[config.mk]
export PLATFORM = sky130hd
export DESIGN_NAME = ats_ctrl
export DESIGN_NICKNAME = d
export VERILOG_FILES = /design/src/rtl/core/ats_pkg.sv /design/src/rtl/core/ats_ctrl.sv
export SDC_FILE = /design/constraint.sdc
export NUM_CORES = 1
export LEC_CHECK = 0
export BUFFER_PORTS_ARGS = -buffer_cell sky130_fd_sc_hd__buf_2
export CAP_MARGIN = 15
export CORE_AREA = 2 2 39 41
export CTS_CLUSTER_DIAMETER = 120
export DETAILED_ROUTE_END_ITERATION = 6
export DIE_AREA = 0 0 41 43
export PLACE_DENSITY = 0.59
export SYNTH_ARGS = -nofsm -noshare
export SYNTH_HDL_FRONTEND = slang
export SYNTH_SLANG_ARGS = --single-unit
[constraint.sdc]
create_clock -name clock -period 1.3 [get_ports clock]
set_clock_uncertainty 0.15 [all_clocks]
set_input_delay 0.26 -clock clock [delete_from_list [all_inputs] [get_ports clock]]
set_output_delay 0.26 -clock clock [all_outputs]
set_load 0.01 [all_outputs]
[src/rtl/core/ats_pkg.sv]
`timescale 1ns / 1ps

package ats_pkg;

   // geometry defaults
   localparam int VISIBLE_ROWS_DEF   = 13;
   localparam int VISIBLE_COLS_DEF   = 52;
   localparam int HISTORY_LINES_DEF  = 120;
   localparam int SEQ_BUFFER_LEN_DEF = 24;
   localparam int MAX_PARAMS_DEF     = 8;

   // port widths
   localparam int REQ_W = 24;   // 21 field bits, padded to bytes
   localparam int RSP_W = 40;
   localparam int CSR_W = 4;

   // register indexes
   localparam logic REG_DEFAULT_FG = 1'b0;
   localparam logic REG_DEFAULT_BG = 1'b1;

   // reset values
   localparam logic [3:0] FG_RESET   = 4'd7;
   localparam logic [3:0] BG_RESET   = 4'd0;
   localparam logic [7:0] ATTR_RESET = 8'h70;
   localparam logic [7:0] CH_SPACE   = 8'h20;

   // function codes
   localparam logic [2:0] FN_BYTE = 3'd0;
   localparam logic [2:0] FN_BACK = 3'd1;
   localparam logic [2:0] FN_FWD  = 3'd2;
   localparam logic [2:0] FN_SNAP = 3'd3;
   localparam logic [2:0] FN_READ = 3'd4;

   // character codes
   localparam logic [7:0] CH_ESC    = 8'h1B;
   localparam logic [7:0] CH_BEL    = 8'h07;
   localparam logic [7:0] CH_LF     = 8'h0A;
   localparam logic [7:0] CH_CR     = 8'h0D;
   localparam logic [7:0] CH_BS     = 8'h08;
   localparam logic [7:0] CH_TAB    = 8'h09;
   localparam logic [7:0] CH_LBRACK = 8'h5B;
   localparam logic [7:0] CH_RBRACK = 8'h5D;
   localparam logic [7:0] CH_SEMI   = 8'h3B;
   localparam logic [7:0] CH_ZERO   = 8'h30;
   localparam logic [7:0] CH_NINE   = 8'h39;
   localparam logic [7:0] FINAL_LO  = 8'h40;
   localparam logic [7:0] FINAL_HI  = 8'h7E;
   localparam logic [7:0] CSI_SGR   = 8'h6D;  // m
   localparam logic [7:0] CSI_CUP   = 8'h48;  // H
   localparam logic [7:0] CSI_HVP   = 8'h66;  // f
   localparam logic [7:0] CSI_ED    = 8'h4A;  // J
   localparam logic [7:0] CSI_EL    = 8'h4B;  // K
   localparam logic [7:0] CSI_CUU   = 8'h41;  // A
   localparam logic [7:0] CSI_CUD   = 8'h42;  // B
   localparam logic [7:0] CSI_CUF   = 8'h43;  // C
   localparam logic [7:0] CSI_CUB   = 8'h44;  // D

   localparam logic [15:0] NUM_SAT = 16'hFFFF;

   typedef enum logic [1:0] {MD_NONE, MD_ESC, MD_CSI, MD_OSC} mode_type;

   typedef enum logic [3:0] {
      OP_NONE, OP_LOAD, OP_CLEAR, OP_STEP, OP_NEWLINE,
      OP_BLANK, OP_PRINT, OP_SGR, OP_READ, OP_RESP
   } op_type;

   typedef enum logic [2:0] {
      KD_SIMPLE, KD_NEWLINE, KD_PRINT, KD_WRAP, KD_READ, KD_SGR, KD_ERASE
   } kind_type;

   typedef enum logic [3:0] {
      ST_CLEAR, ST_IDLE, ST_DECODE, ST_BLANK, ST_WRITE, ST_SGR, ST_READ, ST_DONE
   } state_type;

   typedef struct packed {
      op_type op;
   } cmd_type;

   typedef struct packed {
      kind_type kind;
      logic     nl_scroll;
      logic     blank_last;
      logic     sgr_last;
      logic     clear_last;
      logic     rsp_busy;
   } stat_type;

endpackage

[src/rtl/core/ats_ctrl.sv]
`timescale 1ns / 1ps

module ats_ctrl (
   input  logic              clock,
   input  logic              reset,
   input  logic              req_tvalid,
   output logic              req_tready,
   input  ats_pkg::stat_type stat,
   output ats_pkg::cmd_type  cmd
);

   ats_pkg::state_type state_ff, state_in;
   logic pend_ff, pend_in;

   // state register
   always_ff @(posedge clock) begin
      if (reset) begin
         state_ff <= ats_pkg::ST_CLEAR;
         pend_ff  <= 1'b0;
      end else begin
         state_ff <= state_in;
         pend_ff  <= pend_in;
      end
   end

   // sequencing
   always_comb begin
      state_in   = state_ff;
      pend_in    = pend_ff;
      cmd.op     = ats_pkg::OP_NONE;
      req_tready = 1'b0;
      unique case (state_ff)
         ats_pkg::ST_CLEAR: begin
            cmd.op = ats_pkg::OP_CLEAR;
            if (stat.clear_last) state_in = ats_pkg::ST_IDLE;
         end
         ats_pkg::ST_IDLE: begin
            req_tready = 1'b1;
            if (req_tvalid) begin
               cmd.op   = ats_pkg::OP_LOAD;
               state_in = ats_pkg::ST_DECODE;
            end
         end
         ats_pkg::ST_DECODE: begin
            pend_in = 1'b0;
            unique case (stat.kind)
               ats_pkg::KD_SIMPLE: begin
                  cmd.op   = ats_pkg::OP_STEP;
                  state_in = ats_pkg::ST_DONE;
               end
               ats_pkg::KD_NEWLINE: begin
                  cmd.op   = ats_pkg::OP_NEWLINE;
                  state_in = stat.nl_scroll ? ats_pkg::ST_BLANK : ats_pkg::ST_DONE;
               end
               ats_pkg::KD_PRINT: begin
                  cmd.op   = ats_pkg::OP_PRINT;
                  state_in = ats_pkg::ST_DONE;
               end
               ats_pkg::KD_WRAP: begin
                  // newline first, then the character
                  cmd.op   = ats_pkg::OP_NEWLINE;
                  pend_in  = 1'b1;
                  state_in = stat.nl_scroll ? ats_pkg::ST_BLANK : ats_pkg::ST_WRITE;
               end
               ats_pkg::KD_READ: begin
                  cmd.op   = ats_pkg::OP_READ;
                  state_in = ats_pkg::ST_READ;
               end
               ats_pkg::KD_SGR: begin
                  cmd.op   = ats_pkg::OP_STEP;
                  state_in = ats_pkg::ST_SGR;
               end
               ats_pkg::KD_ERASE: begin
                  cmd.op   = ats_pkg::OP_STEP;
                  state_in = ats_pkg::ST_BLANK;
               end
               default: begin
                  state_in = ats_pkg::ST_DONE;
               end
            endcase
         end
         ats_pkg::ST_BLANK: begin
            cmd.op = ats_pkg::OP_BLANK;
            if (stat.blank_last) state_in = pend_ff ? ats_pkg::ST_WRITE : ats_pkg::ST_DONE;
         end
         ats_pkg::ST_WRITE: begin
            cmd.op   = ats_pkg::OP_PRINT;
            state_in = ats_pkg::ST_DONE;
         end
         ats_pkg::ST_SGR: begin
            cmd.op = ats_pkg::OP_SGR;
            if (stat.sgr_last) state_in = ats_pkg::ST_DONE;
         end
         ats_pkg::ST_READ: begin
            state_in = ats_pkg::ST_DONE;
         end
         ats_pkg::ST_DONE: begin
            if (!stat.rsp_busy) begin
               cmd.op   = ats_pkg::OP_RESP;
               state_in = ats_pkg::ST_IDLE;
            end
         end
         default: begin
            state_in = ats_pkg::ST_IDLE;
         end
      endcase
   end

endmodule

==> flow_summary.ini <==
[run_status]
status = complete, but fails checks
violations = negative setup slack

[clock_network]
hold_buffers = 0
cts.path.max_buffers = 2
worstSkewPairLatency_ns = 0.23
clockRootBuffer = clkbuf_4
path_clk_slew_ns = 0.04
cts.sinks = 4
cts_tree = built
cts_buffers = 3
cts_max_level = 1

[detailed_routing]
drtAntennaViolNets = 0
vias = 555
via_per_inst = 5.09
drt-total-wl_um = 1150
drt_iter0_markers = 4
drc = 0
wl_per_cell_um = 10.5
dr.pass1.iters = 2

[synth]
muxShareOfSynthArea_pct = 2.19
postSynthCellCount = 62
synth_top_cell_area_share_pct = 17.5
synth-xor-area-share_pct = 1.91
synth_top_cell_by_area = dfxtp_1
avgSynthCellArea_um2 = 7.39
synth_top_family_by_area = compound AO/OA/AOI/OAI gates
synth_edf_count = 0
synthTopCellsByArea = dfxtp_1, nand2_1, nor2b_1
synth_cell_types = 36
ys_ff_latch = 4
synth_compound_area_share_pct = 35.2
syn_nets = 73
synth_warnings = 0
async_reset_ff_share_pct = 0
yosys.area_share.simple_pct = 35.0
syn_area_um2 = 458
yosys.area_share.adder_pct = 0
yosysSeqAreaShare_pct = 17.5
ys.flop_type = dfxtp_1

[finish]
fillers = 148
area_growth_pct = 58.7
multi_input_area_um2 = 374
finish.instance_area_um2 = 727
drive_above_1_share_pct = 53.8
fin_nets = 106
antenna_cells = 0
area.sequential_um2 = 85.1

[place]
port_buffers = 15
place_ws_ns = -0.193
postPlaceCellArea_um2 = 632
gp_congestion = 0.798
dp_hpwl_um = 904

[sta]
fmax_ghz = 0.655
finalHoldViolCount = 0
finalSetupViolations = 7
rsz0062_at_grt = true
layout_min_cycle_time_ns = 1.53
maxSlewViolCount = 0
worst_slew_pin_slew_ns = 0.362
slew-limit-headroom_pct = 75.7
post-route-period-util_pct = 117
fin_ws_ns = -0.227

[grt]
grt_max_degree = 13
grt_pass1_wl_um = 1840
grt_overflow_total = 0
antenna_found_initial = 0
track_usage_pct = 14.6
grt_pass1_vias = 481

[setup_path]
crit_required_ns = 0.89
rr_endpoint = state_ff[0]$_SDFFE_PP0P_
r2r_cells = 4
r2r_slack_ns = -0.11
start_kind = flip-flop
arrival_ns = 1.12
worstPathMaxFanout = 5
cp-end-kind = output port
rr_startpoint = state_ff[2]$_SDFFE_PP0P_
critPathKind = reg2out

[hold_path]
min_from = reset
hold_end = state_ff[0]$_SDFFE_PP0P_
holdPathStages = 2
hold_path.class = in2reg

[pwr]
peakVddDrop_mv = 0.628
sw_frac_of_total_pct = 32.9
power.density_nw_per_um2 = 771
p_leak_nw = 0.317
intPower_uw = 376
clockPowerShare_pct = 27.8
power.switching_uw = 184
seqPwrFrac_pct = 24.9
combinationalPowerShare_pct = 47.3

[floorplan]
initial_core_util_pct = 33.1
die_h_um = 43
core_um2 = 1380
die-area_um2 = 1760
io_pins = 16
rows = 14
die_w_um = 41

[job]
max_cap_violations = 0
-- layout by cell type (no fill, tap or decap), types with 2 or more instances in the layout --
| master | synthesis | routed |
|---|---|---|
| o211ai_1 | 2 | 2 |
| nor2b_1 | 4 | 4 |
| nor4_1 | 3 | 2 |
| dfxtp_1 | 4 | 2 |
| buf_6 | 1 | 3 |
| clkbuf_4 | 0 | 3 |
| nor2_4 | 0 | 3 |
| o21ai_1 | 2 | 3 |
| nand2_1 | 7 | 7 |
| nand3_1 | 2 | 2 |
| buf_2 | 3 | 15 |
| nor2_1 | 5 | 2 |
| buf_4 | 1 | 15 |
| a21oi_1 | 3 | 3 |
-- per-stage QoR --
step	total power [mW]	hold WS (ns)	setup TNS (ns)	utilization, %	cells
2_1_floorplan	0.277	0.178	-0.0397	-	62
3_3_place_gp	0.365	0.297	-0.713	45.7	102
3_5_place_dp	0.365	0.306	-0.747	45.7	102
4_1_cts	0.566	0.0952	-1.19	52.0	109
5_1_grt	0.604	0.104	-1.73	52.5	109
6_report	0.560	0.102	-1.10	52.5	109
-- synthesized netlist by cell type (2+ instances only) --
library cell / n
o31ai_1: 2
buf_2: 3
dfxtp_1: 4
a21oi_1: 3
nor4_1: 3
nor2b_1: 4
nand2_1: 7
nand3_1: 2
o211ai_1: 2
o21ai_1: 2
nor2_1: 5
-- power groups by stage --
stage | clock network, mW | registers (mW) | logic, mW
after CTS | 0.162 | 0.139 | 0.265
after floorplan | 0 | 0.141 | 0.136
final | 0.156 | 0.139 | 0.265
after global routing | 0.170 | 0.140 | 0.294
after global placement | 0 | 0.141 | 0.224
after detailed placement | 0 | 0.141 | 0.224
-- metal layers --
metal	up-vias	track usage, %	share of wire (%)
li1	295	-	-
met1	249	16.9	46
met2	11	26.3	49
met3	0	4.71	4.7
met4	0	0	0
met5	-	0	0
-- final cells by class --
type | instances | area share (%)
Clock buffer | 3 | 3.10
Inverter | 1 | 0.516
Timing Repair Buffer | 33 | 30.5
Sequential cell | 4 | 11.7
Multi-Input combinational cell | 52 | 51.5
Tap cell | 16 | 2.75
-- critical path: stages, from the launching register on --
cell and delay (ns):
dfxtp_4 0.36, nor4_2 0.23, a21oi_1 0.07, nor2b_1 0.10, buf_2 0.13
-- worst max-delay path by stage --
| stage | startpoint | to | slack (ns) | depth (start not counted) |
|---|---|---|---|---|
| 6_report | state_ff[2]$_SDFFE_PP0P_ | cmd[3] | -0.23 | 4 |
| 5_1_grt | state_ff[2]$_SDFFE_PP0P_ | cmd[3] | -0.34 | 4 |
| 4_1_cts | state_ff[2]$_SDFFE_PP0P_ | cmd[3] | -0.24 | 4 |
| 3_5_place_dp | stat[6] | cmd[3] | -0.19 | 6 |
| 3_3_place_gp | stat[6] | cmd[3] | -0.19 | 6 |
| 2_1_floorplan | state_ff[2]$_SDFFE_PP0P_ | cmd[3] | -0.04 | 4 |
-- what timing repair did --
action                     CTS  global route
pin swaps                    7             0
resized for setup           11             2
setup buffers                4             0
setup endpoints to repair    7             8
-- cells by family after synthesis --
logic type | after synthesis
simple gates | 29
compound gates | 21
buf+inv | 6
flops | 4
xor+xnor | 1
mux | 1
-- state kept, by name (all words and copies together) (netlist names) --
register / count
pend_ff: 1
state_ff: 3
(Power assumes the default switching activity.)
